--- config.mk ---
export PLATFORM = sky130hd
export DESIGN_NAME = base64url_dot_pad_decoder
export DESIGN_NICKNAME = d
export VERILOG_FILES = /design/src/rtl/b64ud_pkg.sv /design/src/rtl/base64url_dot_pad_decoder.sv
export VERILOG_INCLUDE_DIRS = /design/src /design/src/rtl
export SDC_FILE = /design/constraint.sdc
export NUM_CORES = 1
export LEC_CHECK = 0
export ABC_AREA = 1
export BUFFER_PORTS_ARGS = -buffer_cell sky130_fd_sc_hd__buf_2
export CAP_MARGIN = 30
export CORE_UTILIZATION = 55
export CTS_BUF_LIST = sky130_fd_sc_hd__clkbuf_2 sky130_fd_sc_hd__clkbuf_4 sky130_fd_sc_hd__clkbuf_8
export DETAILED_ROUTE_END_ITERATION = 10
export PLACE_DENSITY = 0.83
export SLEW_MARGIN = 20
export SYNTH_ARGS = -nofsm -noshare
export SYNTH_HDL_FRONTEND = slang
export SYNTH_SLANG_ARGS = --single-unit
--- constraint.sdc ---
create_clock -name clk -period 2.4 [get_ports clk]
set_input_delay 0.48 -clock clk [delete_from_list [all_inputs] [get_ports clk]]
set_output_delay 0.48 -clock clk [all_outputs]
set_load 0.03 [all_outputs]
--- src/rtl/assert_macros.svh ---
// Shared assertion macros for the RTL.
`ifndef ASSERT_MACROS_SVH
`define ASSERT_MACROS_SVH

// Implication checked at every rising clock edge, off while reset is asserted.
`define ASSERT_CLK(lbl, clk, rst_n, prop, msg) \
    lbl: assert property (@(posedge clk) disable iff (!rst_n) prop) else $error(msg);

// Condition that must never be true at a rising clock edge outside reset.
`define ASSERT_NEVER(lbl, clk, rst_n, cond, msg) \
    lbl: assert property (@(posedge clk) disable iff (!rst_n) !(cond)) else $error(msg);

`endif

--- src/rtl/b64ud_pkg.sv ---
package b64ud_pkg;

    localparam int CHAR_W      = 8;
    localparam int BYTE_W      = 8;
    localparam int SEXTET_W    = 6;
    localparam int CAP_W       = 24;
    localparam int BW_W        = 24;
    localparam int COUNT_W_DEF = 24;

    localparam logic [CAP_W-1:0]  CAP_RESET = 24'hFF_FFFF;
    localparam logic [CHAR_W-1:0] PAD_CHAR  = 8'h2E;

    localparam logic REQ_CHAR   = 1'b0;
    localparam logic REQ_END    = 1'b1;
    localparam logic RES_DATA   = 1'b0;
    localparam logic RES_STATUS = 1'b1;

    typedef enum logic [2:0] {
        PAD_NONE = 3'b001,
        PAD_HALF = 3'b010,
        PAD_DONE = 3'b100
    } pad_state_t;

    typedef struct packed {
        logic              req_type;
        logic [CHAR_W-1:0] char_code;
    } in_item_t;

    typedef struct packed {
        logic              result_kind;
        logic [BYTE_W-1:0] data_byte;
        logic              decode_ok;
        logic [BW_W-1:0]   bytes_written;
    } out_item_t;

    typedef struct packed {
        logic                bad;
        logic [SEXTET_W-1:0] value;
    } sextet_t;

    // Map one character of the URL-safe alphabet to its sextet; flag others.
    function automatic sextet_t sextet_lookup(input logic [CHAR_W-1:0] c);
        sextet_t r;
        r.bad   = 1'b0;
        r.value = '0;
        if (c >= 8'h41 && c <= 8'h5A) begin
            r.value = SEXTET_W'(c - 8'h41);
        end else if (c >= 8'h61 && c <= 8'h7A) begin
            r.value = SEXTET_W'(c - 8'h61 + 8'd26);
        end else if (c >= 8'h30 && c <= 8'h39) begin
            r.value = SEXTET_W'(c - 8'h30 + 8'd52);
        end else if (c == 8'h2D) begin
            r.value = 6'd62;
        end else if (c == 8'h5F) begin
            r.value = 6'd63;
        end else begin
            r.bad = 1'b1;
        end
        return r;
    endfunction

endpackage

--- src/rtl/base64url_dot_pad_decoder.sv ---
// An accepted item is decoded from the input register; its result goes to the result register.
// One item per cycle while out_stall is low; the decode path limits nothing below that.
// Items with no result (first sextet, pads, errors, dropped bytes) still use the input stage.
// Reset (rst_n low, asynchronous): group, padding, error and byte count state clear,
// out_capacity returns to 0xFFFFFF, both pipeline registers empty.
`include "assert_macros.svh"

module base64url_dot_pad_decoder #(
    parameter int COUNT_WIDTH = b64ud_pkg::COUNT_W_DEF
) (
    input  logic                           clk,
    input  logic                           rst_n,
    // input item channel
    input  logic                           in_valid,
    output logic                           in_stall,
    input  b64ud_pkg::in_item_t            in_item,
    // result item channel
    output logic                           out_valid,
    input  logic                           out_stall,
    output b64ud_pkg::out_item_t           out_item,
    // out_capacity write channel
    input  logic                           cfg_valid,
    output logic                           cfg_ready,
    input  logic [b64ud_pkg::CAP_W-1:0]    cfg_data
);

    // Compare width wide enough for both the count and the capacity.
    localparam int CMP_W = (COUNT_WIDTH > b64ud_pkg::CAP_W) ? COUNT_WIDTH : b64ud_pkg::CAP_W;

    // Input register: holds the item being decoded this cycle.
    logic                  s1_valid_reg, s1_valid_next;
    b64ud_pkg::in_item_t   s1_item_reg;

    // Result register.
    logic                  out_valid_reg, out_valid_next;
    b64ud_pkg::out_item_t  out_item_reg;

    // Decoder state.
    logic [1:0]                       group_pos_reg, group_pos_next;
    logic [b64ud_pkg::SEXTET_W-1:0]   prev_sextet_reg, prev_sextet_next;
    b64ud_pkg::pad_state_t            pad_state_reg, pad_state_next;
    logic                             failed_reg, failed_next;
    logic [COUNT_WIDTH-1:0]           byte_count_reg, byte_count_next;
    logic [b64ud_pkg::CAP_W-1:0]      cap_reg;

    logic                  adv;        // result register free or being emptied
    logic                  accept;     // input item taken this edge
    logic                  s1_fire;    // held item is decoded this edge
    logic                  emit;
    b64ud_pkg::out_item_t  res;
    b64ud_pkg::sextet_t    sx;
    logic                  is_pad;
    logic [b64ud_pkg::BYTE_W-1:0] dbyte;
    logic [CMP_W-1:0]      cnt_ext;
    logic [CMP_W-1:0]      cap_ext;
    logic                  room;

    // The decode step never waits on anything but the result register.
    assign adv      = !out_valid_reg || !out_stall;
    assign in_stall = s1_valid_reg && !adv;
    assign accept   = in_valid && !in_stall;
    assign s1_fire  = s1_valid_reg && adv;

    assign out_valid = out_valid_reg;
    assign out_item  = out_item_reg;

    // Users must change capacity only while idle; the block doesn't enforce it, taking every write.
    assign cfg_ready = 1'b1;

    assign sx      = b64ud_pkg::sextet_lookup(s1_item_reg.char_code);
    assign is_pad  = (s1_item_reg.char_code == b64ud_pkg::PAD_CHAR);
    assign cnt_ext = CMP_W'(byte_count_reg);
    assign cap_ext = CMP_W'(cap_reg);
    // A byte goes out only while the count is below capacity and not saturated.
    assign room    = (cnt_ext < cap_ext) && (byte_count_reg != {COUNT_WIDTH{1'b1}});

    // Assemble the byte from the previous sextet and the current one.
    always_comb
    begin
        case (group_pos_reg)
            2'd1:    dbyte = {prev_sextet_reg, sx.value[5:4]};
            2'd2:    dbyte = {prev_sextet_reg[3:0], sx.value[5:2]};
            2'd3:    dbyte = {prev_sextet_reg[1:0], sx.value};
            default: dbyte = '0;
        endcase
    end

    // Single decode step on the held item.
    always_comb
    begin
        group_pos_next   = group_pos_reg;
        prev_sextet_next = prev_sextet_reg;
        pad_state_next   = pad_state_reg;
        failed_next      = failed_reg;
        byte_count_next  = byte_count_reg;
        emit             = 1'b0;
        res              = '0;

        if (s1_fire) begin
            if (s1_item_reg.req_type == b64ud_pkg::REQ_END) begin
                // Report status, then drop back to the start of a message.
                emit               = 1'b1;
                res.result_kind    = b64ud_pkg::RES_STATUS;
                res.decode_ok      = !failed_reg && (group_pos_reg == 2'd0);
                res.bytes_written  = cnt_ext[b64ud_pkg::BW_W-1:0];
                group_pos_next     = '0;
                prev_sextet_next   = '0;
                pad_state_next     = b64ud_pkg::PAD_NONE;
                failed_next        = 1'b0;
                byte_count_next    = '0;
            end else if (!failed_reg) begin
                case (pad_state_reg)
                    b64ud_pkg::PAD_DONE:
                    begin
                        // Nothing may follow complete padding.
                        failed_next = 1'b1;
                    end
                    b64ud_pkg::PAD_HALF:
                    begin
                        if (is_pad) begin
                            pad_state_next = b64ud_pkg::PAD_DONE;
                            group_pos_next = 2'd0;
                        end else begin
                            failed_next = 1'b1;
                        end
                    end
                    b64ud_pkg::PAD_NONE:
                    begin
                        if (is_pad) begin
                            if (group_pos_reg == 2'd2) begin
                                pad_state_next = b64ud_pkg::PAD_HALF;
                                group_pos_next = 2'd3;
                            end else if (group_pos_reg == 2'd3) begin
                                pad_state_next = b64ud_pkg::PAD_DONE;
                                group_pos_next = 2'd0;
                            end else begin
                                failed_next = 1'b1;
                            end
                        end else if (sx.bad) begin
                            failed_next = 1'b1;
                        end else begin
                            group_pos_next   = group_pos_reg + 2'd1;
                            prev_sextet_next = sx.value;
                            if (group_pos_reg != 2'd0 && room) begin
                                emit            = 1'b1;
                                res.result_kind = b64ud_pkg::RES_DATA;
                                res.data_byte   = dbyte;
                                byte_count_next = byte_count_reg + COUNT_WIDTH'(1);
                            end
                        end
                    end
                    default:
                    begin
                        failed_next = 1'b1;
                    end
                endcase
            end
        end
    end

    // Input register: load on accept, empty once decoded.
    always_comb
    begin
        if (accept) begin
            s1_valid_next = 1'b1;
        end else if (s1_fire) begin
            s1_valid_next = 1'b0;
        end else begin
            s1_valid_next = s1_valid_reg;
        end
    end

    // Result register: refill whenever it advances.
    always_comb
    begin
        if (adv) begin
            out_valid_next = emit;
        end else begin
            out_valid_next = out_valid_reg;
        end
    end

    always_ff @(posedge clk or negedge rst_n)
    begin
        if (!rst_n) begin
            s1_valid_reg    <= 1'b0;
            out_valid_reg   <= 1'b0;
            group_pos_reg   <= '0;
            prev_sextet_reg <= '0;
            pad_state_reg   <= b64ud_pkg::PAD_NONE;
            failed_reg      <= 1'b0;
            byte_count_reg  <= '0;
            cap_reg         <= b64ud_pkg::CAP_RESET;
        end else begin
            s1_valid_reg    <= s1_valid_next;
            out_valid_reg   <= out_valid_next;
            group_pos_reg   <= group_pos_next;
            prev_sextet_reg <= prev_sextet_next;
            pad_state_reg   <= pad_state_next;
            failed_reg      <= failed_next;
            byte_count_reg  <= byte_count_next;
            if (cfg_valid && cfg_ready) begin
                cap_reg <= cfg_data;
            end
        end
    end

    // Payload registers: hold unless loaded.
    always_ff @(posedge clk)
    begin
        if (accept) begin
            s1_item_reg <= in_item;
        end
        if (adv && emit) begin
            out_item_reg <= res;
        end
    end

    `ASSERT_CLK(a_half_pad_pos, clk, rst_n, (pad_state_reg == b64ud_pkg::PAD_HALF) |-> (group_pos_reg == 2'd3), "pending pad outside group position 3")
    `ASSERT_CLK(a_done_pad_pos, clk, rst_n, (pad_state_reg == b64ud_pkg::PAD_DONE) |-> (group_pos_reg == 2'd0), "complete padding not at group start")
    `ASSERT_CLK(a_end_clears, clk, rst_n, (s1_fire && s1_item_reg.req_type == b64ud_pkg::REQ_END) |=> (group_pos_reg == 2'd0 && !failed_reg && byte_count_reg == '0), "end item did not clear state")
    `ASSERT_CLK(a_count_step, clk, rst_n, (emit && res.result_kind == b64ud_pkg::RES_DATA) |=> (byte_count_reg == $past(byte_count_reg) + COUNT_WIDTH'(1)), "data byte without count step")

endmodule

==> metrics.log, run 1 <==
INFO  metric crit_buf_inv = 2
INFO  metric critical_path.startpoint_type = flip-flop
INFO  metric final_period_minus_worst_setup_slack = 2260 ps
INFO  metric ys_seq_area_frac = 0.456
INFO  metric synth.yosys.warnings = 0
INFO  metric worst_skew_pair.late_latency = 390 ps
INFO  metric die-width = 109 um
INFO  metric cp.required = 2490 ps
INFO  metric ctsRootBufferMaster = clkbuf_8
INFO  metric tightestPinTransition = 638 ps
INFO  metric cpPeakStageDelay = between 400 and 500 ps
INFO  metric maximum_operating_frequency = 442 MHz
INFO  metric outcome = complete, no violations
INFO  metric cts.clk_slew.worst_paths = ~100 ps
INFO  metric worst_hold_slack = 60.2 ps
INFO  metric post-route-drc-count = 0
INFO  metric netlist.top_cell.by_area = edfxtp_1
INFO  metric rr_worst_depth = 13
INFO  metric final_slew_violations = 0
INFO  metric layout.nets = 945
INFO  metric largest_register_ffs = 34
INFO  metric powerDensity = 568 nW/um^2
INFO  metric timing.final.hold_violations = 0
INFO  metric vdd_ir_drop_max = 0.000346 V
INFO  metric port-buffer-count = 73
INFO  metric netlist_instances = 780
INFO  metric synth-adder-area-share = 0.0754
INFO  metric syn_to_final_growth = 13.7%
INFO  metric drive_gt1_frac = 0.195
INFO  metric critical-path-slowest-cell = edfxtp_1
INFO  metric placed_area = 6940 um^2
INFO  metric worst_reg2reg_setup_slack = about 140 ps
INFO  metric drt-total-wl = 13700 um
INFO  metric final_cells = roughly 1000
INFO  metric grt.overflow.total = 0
INFO  metric grt_pass1_vias = 4855
INFO  metric synth_ff_type = edfxtp_1
INFO  metric syn_nets = about 860
INFO  metric timing.setup.critical_path_class = flip-flop to flip-flop
INFO  metric cts_tree = done
INFO  metric finalWeightedCongestion = around 1.0
INFO  metric ys_top_cells_by_count = nand2_1 (216), nor2_1 (99), inv_1 (86)
INFO  metric layout_worst_path_cycle_share = 0.942
INFO  metric setup_viol = 0
INFO  metric post_layout_total_power = a little over 4 mW
INFO  metric cell_total_after_placement = approximately 1000
INFO  metric top_fanout_value_on_the_critical_path = 29
INFO  metric pin_count_of_the_biggest_net_entering_global_routing = 49
INFO  metric synth_compound_gate_area_share = 0.0598
INFO  metric crit-reg2reg-capture = out_item[3]
INFO  metric post_synth_xor_area_fraction = 0.0361
INFO  metric final.setup_skew = ~14 ps
INFO  metric synth_largest_type_area_fraction = 0.205
INFO  metric antenna_violating_nets_post_route = 0
INFO  metric drt-wirelength-per-cell = 13.5 um
INFO  metric utilization = 0.653
INFO  metric synth.top_cells.by_area = edfxtp_1 (20%), dfrtp_1 (15%), nand2_1 (13%)
INFO  metric synth_simple_gate_area_frac = 0.296
INFO  metric worst_slew_margin_rel = 0.574
INFO  metric worstSetupEndpointType = flip-flop
INFO  metric number_of_levels_the_h_tree_was_split_into = 3
INFO  metric detailedPlace.worstSlack = 132 ps
INFO  metric cpMostUsedCell = nand2_1
INFO  metric synth_enable_flop_cells = 43
INFO  metric floorplan.io_pins = 75
INFO  metric iter_0_drt_violations = 331
INFO  metric cts_sinks = 105
INFO  metric synth.cell_area = 6300 um^2
INFO  metric detailroute.via_count = about 5400
INFO  metric final_area = a little over 7000 um^2
INFO  metric clock_path_buffers = 2
INFO  metric initial_cell_density_of_the_core = 0.574
INFO  metric synth_top_family_by_area = simple AND/OR/NAND/NOR gates
INFO  metric cts_made_buffers = 9
INFO  metric standby_leakage_power = 3.40 nW
INFO  metric crit_chain = inv_1, ha_1, nand2_1, nor2_1, nand2_1, nand2_1, nand2_2, nand3_2, nand2_4, nor2_8, nand2_8, nand2_4, buf_12
INFO  metric first_pass_grt_wire_length = 22600 um
INFO  metric worst-endpoint-arrival = 2350 ps
INFO  metric dr.pass1.iters = 5
INFO  metric antenna_found_initial = 0
INFO  metric layout_setup_ws = 139 ps
INFO  metric worst_r2r_startpoint = s1_item_reg[3]
INFO  metric critical_path.top_delay_family = simple AND/OR/NAND/NOR gates
INFO  metric overall_global_routing_resource_usage = 0.247
INFO  metric hold_class = input pin to asynchronous set/reset pin
INFO  metric antenna-diode-count = 0
INFO  metric yosysMostFrequentCell = nand2_1
INFO  metric filler_cell_count = around 910
INFO  metric fin_setup_tns = 0 ps
INFO  metric row_count = 38
INFO  metric ys_async_sr_fraction = 0.590
INFO  metric post_synth_mux_area_share = 0
INFO  metric floorplan.die_area = about 12000 um^2
INFO  metric postSynthRegisterBits = 105
INFO  metric design.core.area = around 11000 um^2
INFO  metric max_cap_viol_count = 0
INFO  metric drt-vias-per-instance = 5.29
INFO  metric syn-mean-instance-area = 8.08 um^2
INFO  metric die_extent_in_y = 109 um
INFO  metric synth.lib_cells_used.distinct = 40
INFO  metric hpwl = 10300 um
[cells in the final DEF, fill, tap and decap left out, drive strengths merged]
cell type    n
nand2      222
nand3       64
ha          38
edfxtp      43
a22o         4
inv         94
nor3b        3
clkinv       3
nor3        14
xor2        25
o211ai       2
nand4       16
nor4         2
a21boi       2
clkinvlp     2
nor2       101
dfrtp       37
o21ai       37
conb         1
a21o         1
buf        103
a21oi       23
nand3b       1
dfstp       25
xnor2        1
clkbuf      10
[kinds of logic (layout without fill, tap and decap cells)]
logic type                 Yosys count  count (layout)
xor gates and xnor gates            26              26
buffers and inverters              118             212
AOI/OAI and AO/OA                   69              69
other                                1               1
DFF                                105             105
and+or+nand+nor                    423             423
adders and majority gates           38              38
[timing repair]
| action | CTS | global route |
|---|---|---|
| endpoints found under the setup margin | 0 | 67 |
| hold buffers | 0 | 0 |
| gates resized for setup | 0 | 4 |
| buffers inserted | 0 | 5 |
[worst max-delay path by stage]
stage,start,cells past startpoint,endpoint,slack (ps)
global placement,cap_ext[23],12,out_item[8],190
finish,s1_item_reg[3],13,out_item[3],140
floorplan,s1_item_reg[3],12,out_item[0],50
CTS,s1_item_reg[2],13,byte_count_reg[4],110
detailed placement,s1_item_reg[2],13,byte_count_reg[4],130
global route,cap_ext[5],12,out_item[14],-0.1
[cell type report]
cell class / instances / area [um^2] / share of cell area
Multi-Input combinational cell: 557 / 2960 / 0.413
Clock inverter: 6 / 43.8 / 0.00611
Timing Repair Buffer: 103 / 636 / 0.0887
Clock buffer: 10 / 131 / 0.0183
Tap cell: 140 / 175 / 0.0244
Sequential cell: 105 / 2870 / 0.401
Inverter: 93 / 349 / 0.0487
[per-layer routing]
metal | global-route usage | vias up | part of all wire
li1 | - | 2686 | -
met3 | 0.0305 | 17 | 0.065
met4 | 0.0830 | 0 | 0.015
met1 | 0.368 | 2473 | 0.48
met5 | 0 | - | 0
met2 | 0.370 | 191 | 0.44
[where the power goes]
part           switching [mW]  internal (mW)  total, mW
sequential             0.0934           2.07       2.17
combinational           0.589          0.286      0.875
clock                   0.634          0.393       1.03
total                    1.32           2.75       4.07
No activity file was read; power rests on OpenSTA's default activity.
==> run 2, diff against run 1 <==
Settings changed: CELL_PAD_IN_SITES_DETAIL_PLACEMENT from default to 2, CELL_PAD_IN_SITES_GLOBAL_PLACEMENT from default to 2, CORE_UTILIZATION 55 to 33.
==> metrics.log, run 2 (synthesis results as in run 1) <==
INFO  metric mostFrequentLayoutCells = nand2_1 (212), nor2_1 (98), inv_1 (81)
INFO  metric worst_skew_pair.late_latency = roughly 400 ps
INFO  metric drive_gt1_frac = 0.224
INFO  metric power_report.internal_total = 2.78 mW
INFO  metric final_cells = 1123
INFO  metric worst_r2r_startpoint = byte_count_reg[7]
INFO  metric die_extent_in_y = 140 um
INFO  metric dr.pass1.iters = 4
INFO  metric layout.cells.most_common = nand2_1
INFO  metric cts_sinks = 105
INFO  metric overall_global_routing_resource_usage = 0.212
INFO  metric holdBufCountCts = 0
INFO  metric clock_path_buffers = 2
INFO  metric critical-path-slowest-cell = dfrtp_1
INFO  metric cts_made_buffers = 9
INFO  metric rsz0062_at_grt = yes
INFO  metric timing.final.hold_violations = 0
INFO  metric drt-vias-per-instance = 4.95
INFO  metric timing.setup.critical_path_class = flip-flop to flip-flop
INFO  metric antenna_found_initial = 0
INFO  metric outcome = complete, no violations
INFO  metric cpMostUsedCell = nand2_1
INFO  metric pin_count_of_the_biggest_net_entering_global_routing = 63
INFO  metric cts.clk_slew.worst_paths = 100 ps
INFO  metric multi_input_area = 3010 um^2
INFO  metric seq_power_share = 0.513
INFO  metric initial_cell_density_of_the_core = 0.337
INFO  metric standby_leakage_power = 3.50 nW
INFO  metric vdd_ir_drop_max = ~0.00025 V
INFO  metric ctsRootBufferMaster = clkbuf_8
INFO  metric layout_setup_ws = ~34 ps
INFO  metric grt.overflow.total = 0
INFO  metric utilization = 0.401
INFO  metric crit_path_start = byte_count_reg[7]
INFO  metric worst_slew_margin_rel = 0.553
INFO  metric placed_area = about 7200 um^2
INFO  metric power.share.clock = 0.255
INFO  metric setup_viol = 0
INFO  metric iter_0_drt_violations = 269
INFO  metric drt-wirelength-per-cell = 18.1 um
INFO  metric final_period_minus_worst_setup_slack = 2370 ps
INFO  metric tightestPinTransition = roughly 670 ps
INFO  metric layout.nets = 960
INFO  metric ff_latch_area = between 2000 and 3000 um^2
INFO  metric critical_path.startpoint_type = flip-flop
INFO  metric filler_cell_count = 2118
INFO  metric layout_worst_path_cycle_share = 0.986
INFO  metric hold_class = input pin to asynchronous set/reset pin
INFO  metric hpwl = 15300 um
INFO  metric max_cap_viol_count = 0
INFO  metric detailroute.via_count = 5557
INFO  metric die-width = 140 um
INFO  metric final.setup_skew = ~23 ps
INFO  metric cp.required = 2690 ps
INFO  metric design.core.area = roughly 19000 um^2
INFO  metric floorplan.die_area = roughly 20000 um^2
INFO  metric cpPeakStageDelay = around 500 ps
INFO  metric syn_to_final_growth = 19.2%
INFO  metric power_frac_comb = 0.232
INFO  metric finalWeightedCongestion = about 0.8
INFO  metric post-route-drc-count = 0
INFO  metric final_area = about 7500 um^2
INFO  metric row_count = 50
INFO  metric power_switching_share = 0.343
INFO  metric port-buffer-count = 73
INFO  metric grt_pass1_vias = 5987
INFO  metric cell_total_after_placement = 1098
INFO  metric crit_chain = buf_4, nand2_1, nor3_2, nand3_1, nor2_1, nand3_1, nand2_2, nor2_8, nand2_8, nand2_8, clkbuf_16, nand2_1, nand2_1
INFO  metric top_fanout_value_on_the_critical_path = 15
INFO  metric antenna_violating_nets_post_route = 0
INFO  metric cts_tree = done
INFO  metric floorplan.io_pins = 75
INFO  metric p_sw = between 1 and 1.5 mW
INFO  metric detailedPlace.worstSlack = 58.7 ps
INFO  metric antenna-diode-count = 0
INFO  metric powerDensity = 564 nW/um^2
INFO  metric post_layout_total_power = around 4.2 mW
INFO  metric worst-endpoint-arrival = 2660 ps
INFO  metric worstSetupEndpointType = flip-flop
INFO  metric largest_register_ffs = 34
INFO  metric drt-total-wl = 20300 um
INFO  metric number_of_levels_the_h_tree_was_split_into = 3
INFO  metric final_slew_violations = 0
INFO  metric first_pass_grt_wire_length = 32200 um
INFO  metric maximum_operating_frequency = 423 MHz
==> run 2: cell types whose count changed in the layout (fill, tap and decap cells not counted), moves of 4 or more <==
cell | previous run | this run
buf_4 | 25 | 38
inv_1 | 86 | 81
ha_1 | 38 | 34
inv_2 | 7 | 11
==> run 2: final cells by class <==
class                           instances  share of cell area
Timing Repair Buffer                  118               0.107
Sequential cell                       105               0.383
Clock inverter                          7             0.00683
Inverter                               93              0.0470
Tap cell                              234              0.0390
Clock buffer                            9              0.0165
Multi-Input combinational cell        557               0.401
==> run 2: repair_timing <==
item	CTS	global route
setup endpoints to repair	0	73
resized for setup	0	19
buffers inserted	0	6
==> run 2: path summary, 6_finish.rpt <==
path	endpoint	slack, ps	depth (start not counted)
max in group asynchronous	pad_state_reg[0]	1960	2
setup reg to reg	byte_count_reg[15]	30	13
min in group clk	s1_item_reg[8]	260	1
hold / removal	prev_sextet_reg[1]	70	2
setup / recovery	byte_count_reg[15]	30	13
hold reg to reg	prev_sextet_reg[4]	490	2
==> run 2: per-layer routing <==
metal	global-route usage	part of all wire	up-vias
li1	-	-	2712
met5	0	0	-
met4	0.0677	0.015	0
met2	0.343	0.47	87
met1	0.294	0.49	2741
met3	0.0243	0.029	17
==> run 2: power by group through the flow <==
stage,registers (mW),logic [mW],clock network (mW)
3_3_place_gp,2.20,0.885,0
6_report,2.17,0.985,1.08
5_1_grt,2.19,1.10,1.17
4_1_cts,2.18,0.941,1.10
2_1_floorplan,2.27,0.517,0
3_5_place_dp,2.21,0.925,0
==> run 2: critical path, delay by kind of cell, from the launching register on <==
kind | cells | cell delay, ps
buf+inv | 2 | 380
simple gates | 11 | 1370
flops | 1 | 500
==> run 2: stage by stage <==
| step | TNS, ps | hold slack, ps |
|---|---|---|
| 6_report | 0 | 68.5 |
| 5_1_grt | -1600 | 82.0 |
| 4_1_cts | 0 | 104 |
| 3_5_place_dp | 0 | 470 |
| 3_3_place_gp | 0 | 465 |
| 2_1_floorplan | 0 | 184 |
==> run 3, diff against run 2 <==
==> constraint.sdc (replaced) <==
create_clock -name clk -period 2.4 [get_ports clk]
set_input_delay 0.12 -clock clk [delete_from_list [all_inputs] [get_ports clk]]
set_output_delay 0.12 -clock clk [all_outputs]
set_load 0.03 [all_outputs]
==> metrics.log, run 3 (synthesis results as in run 1) <==
INFO  metric iter_0_drt_violations = just over 400
INFO  metric cts.clk_slew.worst_paths = 130 ps
INFO  metric timing.setup.critical_path_class = flip-flop to flip-flop
INFO  metric placed_area = slightly above 7000 um^2
INFO  metric layout.cells.most_common = nand2_1
INFO  metric power.share.clock = 0.261
INFO  metric final.setup_skew = 17.2 ps
INFO  metric drt-wirelength-per-cell = 22.8 um
INFO  metric maximum_operating_frequency = 400 MHz
INFO  metric top_fanout_value_on_the_critical_path = 14
INFO  metric clock_path_buffers = 2
INFO  metric setup_viol = 58
INFO  metric cts_made_buffers = 9
INFO  metric powerDensity = 560 nW/um^2
INFO  metric drive_gt1_frac = 0.244
INFO  metric failed_checks = negative setup slack
INFO  metric cts_tree = done
INFO  metric standby_leakage_power = 3.73 nW
INFO  metric antenna-diode-count = 0
INFO  metric vdd_ir_drop_max = 0.000256 V
INFO  metric antenna_violating_nets_post_route = 0
INFO  metric p_sw = ~1.7 mW
INFO  metric detailroute.via_count = 6264
INFO  metric power_switching_share = 0.368
INFO  metric grt.overflow.total = 0
INFO  metric drt-vias-per-instance = 5.34
INFO  metric layout.nets = between 1000 and 1500
INFO  metric largest_register_ffs = 34
INFO  metric worst_slew_margin_rel = 0.503
INFO  metric max_cap_viol_count = 0
INFO  metric worst_skew_pair.late_latency = 430 ps
INFO  metric floorplan.die_area = 19700 um^2
INFO  metric design.core.area = 18700 um^2
INFO  metric seq_power_share = 0.482
INFO  metric grt_pass1_vias = 6438
INFO  metric outcome = finished with violations
INFO  metric mostFrequentLayoutCells = nand2_1 (207), nor2_1 (97), inv_1 (81)
INFO  metric finalWeightedCongestion = around 0.8
INFO  metric layout_setup_ws = -101 ps
INFO  metric dr.pass1.iters = 4
INFO  metric floorplan.io_pins = 75
INFO  metric antenna_found_initial = 0
INFO  metric detailedPlace.worstSlack = -24.8 ps
INFO  metric power_frac_comb = 0.257
INFO  metric critical_path.startpoint_type = flip-flop
INFO  metric die_extent_in_y = 140 um
INFO  metric cts_sinks = 105
INFO  metric row_count = 50
INFO  metric worstSetupEndpointType = flip-flop
INFO  metric hold_class = input pin to asynchronous set/reset pin
INFO  metric final_area = 8090 um^2
INFO  metric layout_worst_path_cycle_share = 1.04
INFO  metric tightestPinTransition = ~740 ps
INFO  metric pin_count_of_the_biggest_net_entering_global_routing = 49
INFO  metric initial_cell_density_of_the_core = 0.337
INFO  metric number_of_levels_the_h_tree_was_split_into = 3
INFO  metric hpwl = approximately 16000 um
INFO  metric final_slew_violations = 0
INFO  metric power_report.internal_total = between 2 and 3 mW
INFO  metric drt-total-wl = 26700 um
INFO  metric port-buffer-count = 73
INFO  metric syn_to_final_growth = 28.4%
INFO  metric first_pass_grt_wire_length = 35500 um
INFO  metric ctsRootBufferMaster = clkbuf_8
INFO  metric die-width = 140 um
INFO  metric timing.final.hold_violations = 0
INFO  metric final_period_minus_worst_setup_slack = about 2500 ps
INFO  metric worst-endpoint-arrival = roughly 2800 ps
INFO  metric post-route-drc-count = 0
INFO  metric overall_global_routing_resource_usage = 0.237
INFO  metric cp.required = 2710 ps
==> run 3: layer usage <==
metal  global-route usage  up-vias  wire [um]
met5                    0        -          0
met4               0.0868        0        853
met3               0.0277       61        974
met2                0.395      172      13300
met1                0.316     3218      11600
li1                     -     2813          -
==> run 3: worst max-delay path: stages (launching register included) <==
cell and delay [ps]:
dfstp_2 540, inv_1 50, ha_1 320, a21o_1 150, nand3_1 110, a21oi_1 260
nor2_1 100, nand2_2 130, nand2_4 110, nand2_8 120, nand2_8 100, clkbuf_16 210
nand2_1 80, nand2_1 90
==> run 3: final cells by class <==
cell class | instances | area [um^2]
fill | 2073 | 10600
tap | 234 | 293
clock inverter | 7 | 58.8
timing repair buffer | 168 | 1270
inverter | 93 | 353
clock buffer | 9 | 124
sequential | 105 | 2880
multi-input combinational | 557 | 3120
==> run 3: final timing paths <==
| path | end | cells past startpoint | startpoint | slack, ps |
|---|---|---|---|---|
| setup reg to reg | byte_count_reg[20] | 13 | cap_ext[9] | -100 |
| min in group clk | cap_ext[7] | 3 | cfg_valid | 240 |
| max in group asynchronous | cap_ext[20] | 4 | rst_n | 1220 |
| hold reg to reg | cap_ext[20] | 2 | cap_ext[20] | 500 |
| hold / removal | prev_sextet_reg[4] | 2 | rst_n | 40 |
| setup / recovery | byte_count_reg[20] | 13 | cap_ext[9] | -100 |
==> run 3: power by group through the flow <==
| stage | sequential, mW | combinational [mW] | clock [mW] |
|---|---|---|---|
| final | 2.18 | 1.17 | 1.18 |
| after global routing | 2.21 | 1.26 | 1.24 |
| after CTS | 2.18 | 1.02 | 1.17 |
| after detailed placement | 2.21 | 0.939 | 0 |
| after global placement | 2.20 | 0.880 | 0 |
| after floorplan | 2.27 | 0.517 | 0 |
==> run 3: timing repair <==
action                                  in CTS  in global routing
endpoints found under the hold margin       72                  0
gates resized for setup                      6                 38
pin swaps                                    2                 16
hold buffers                                36                  0
cloned                                       1                  2
buffers inserted                             1                 18
endpoints found under the setup margin      42                 73
==> run 3: metrics by stage <==
stage          instances  TNS, ps  hold slack, ps   util  total power [mW]
6_report            1173    -2650            36.8  0.433              4.53
5_1_grt             1173    -5360            52.3  0.433              4.70
4_1_cts             1153        0            38.5  0.414              4.36
3_5_place_dp        1099    -40.7           -60.5  0.382              3.15
3_3_place_gp        1099        0           -57.8  0.382              3.08
2_1_floorplan        780        0            -176      -              2.78
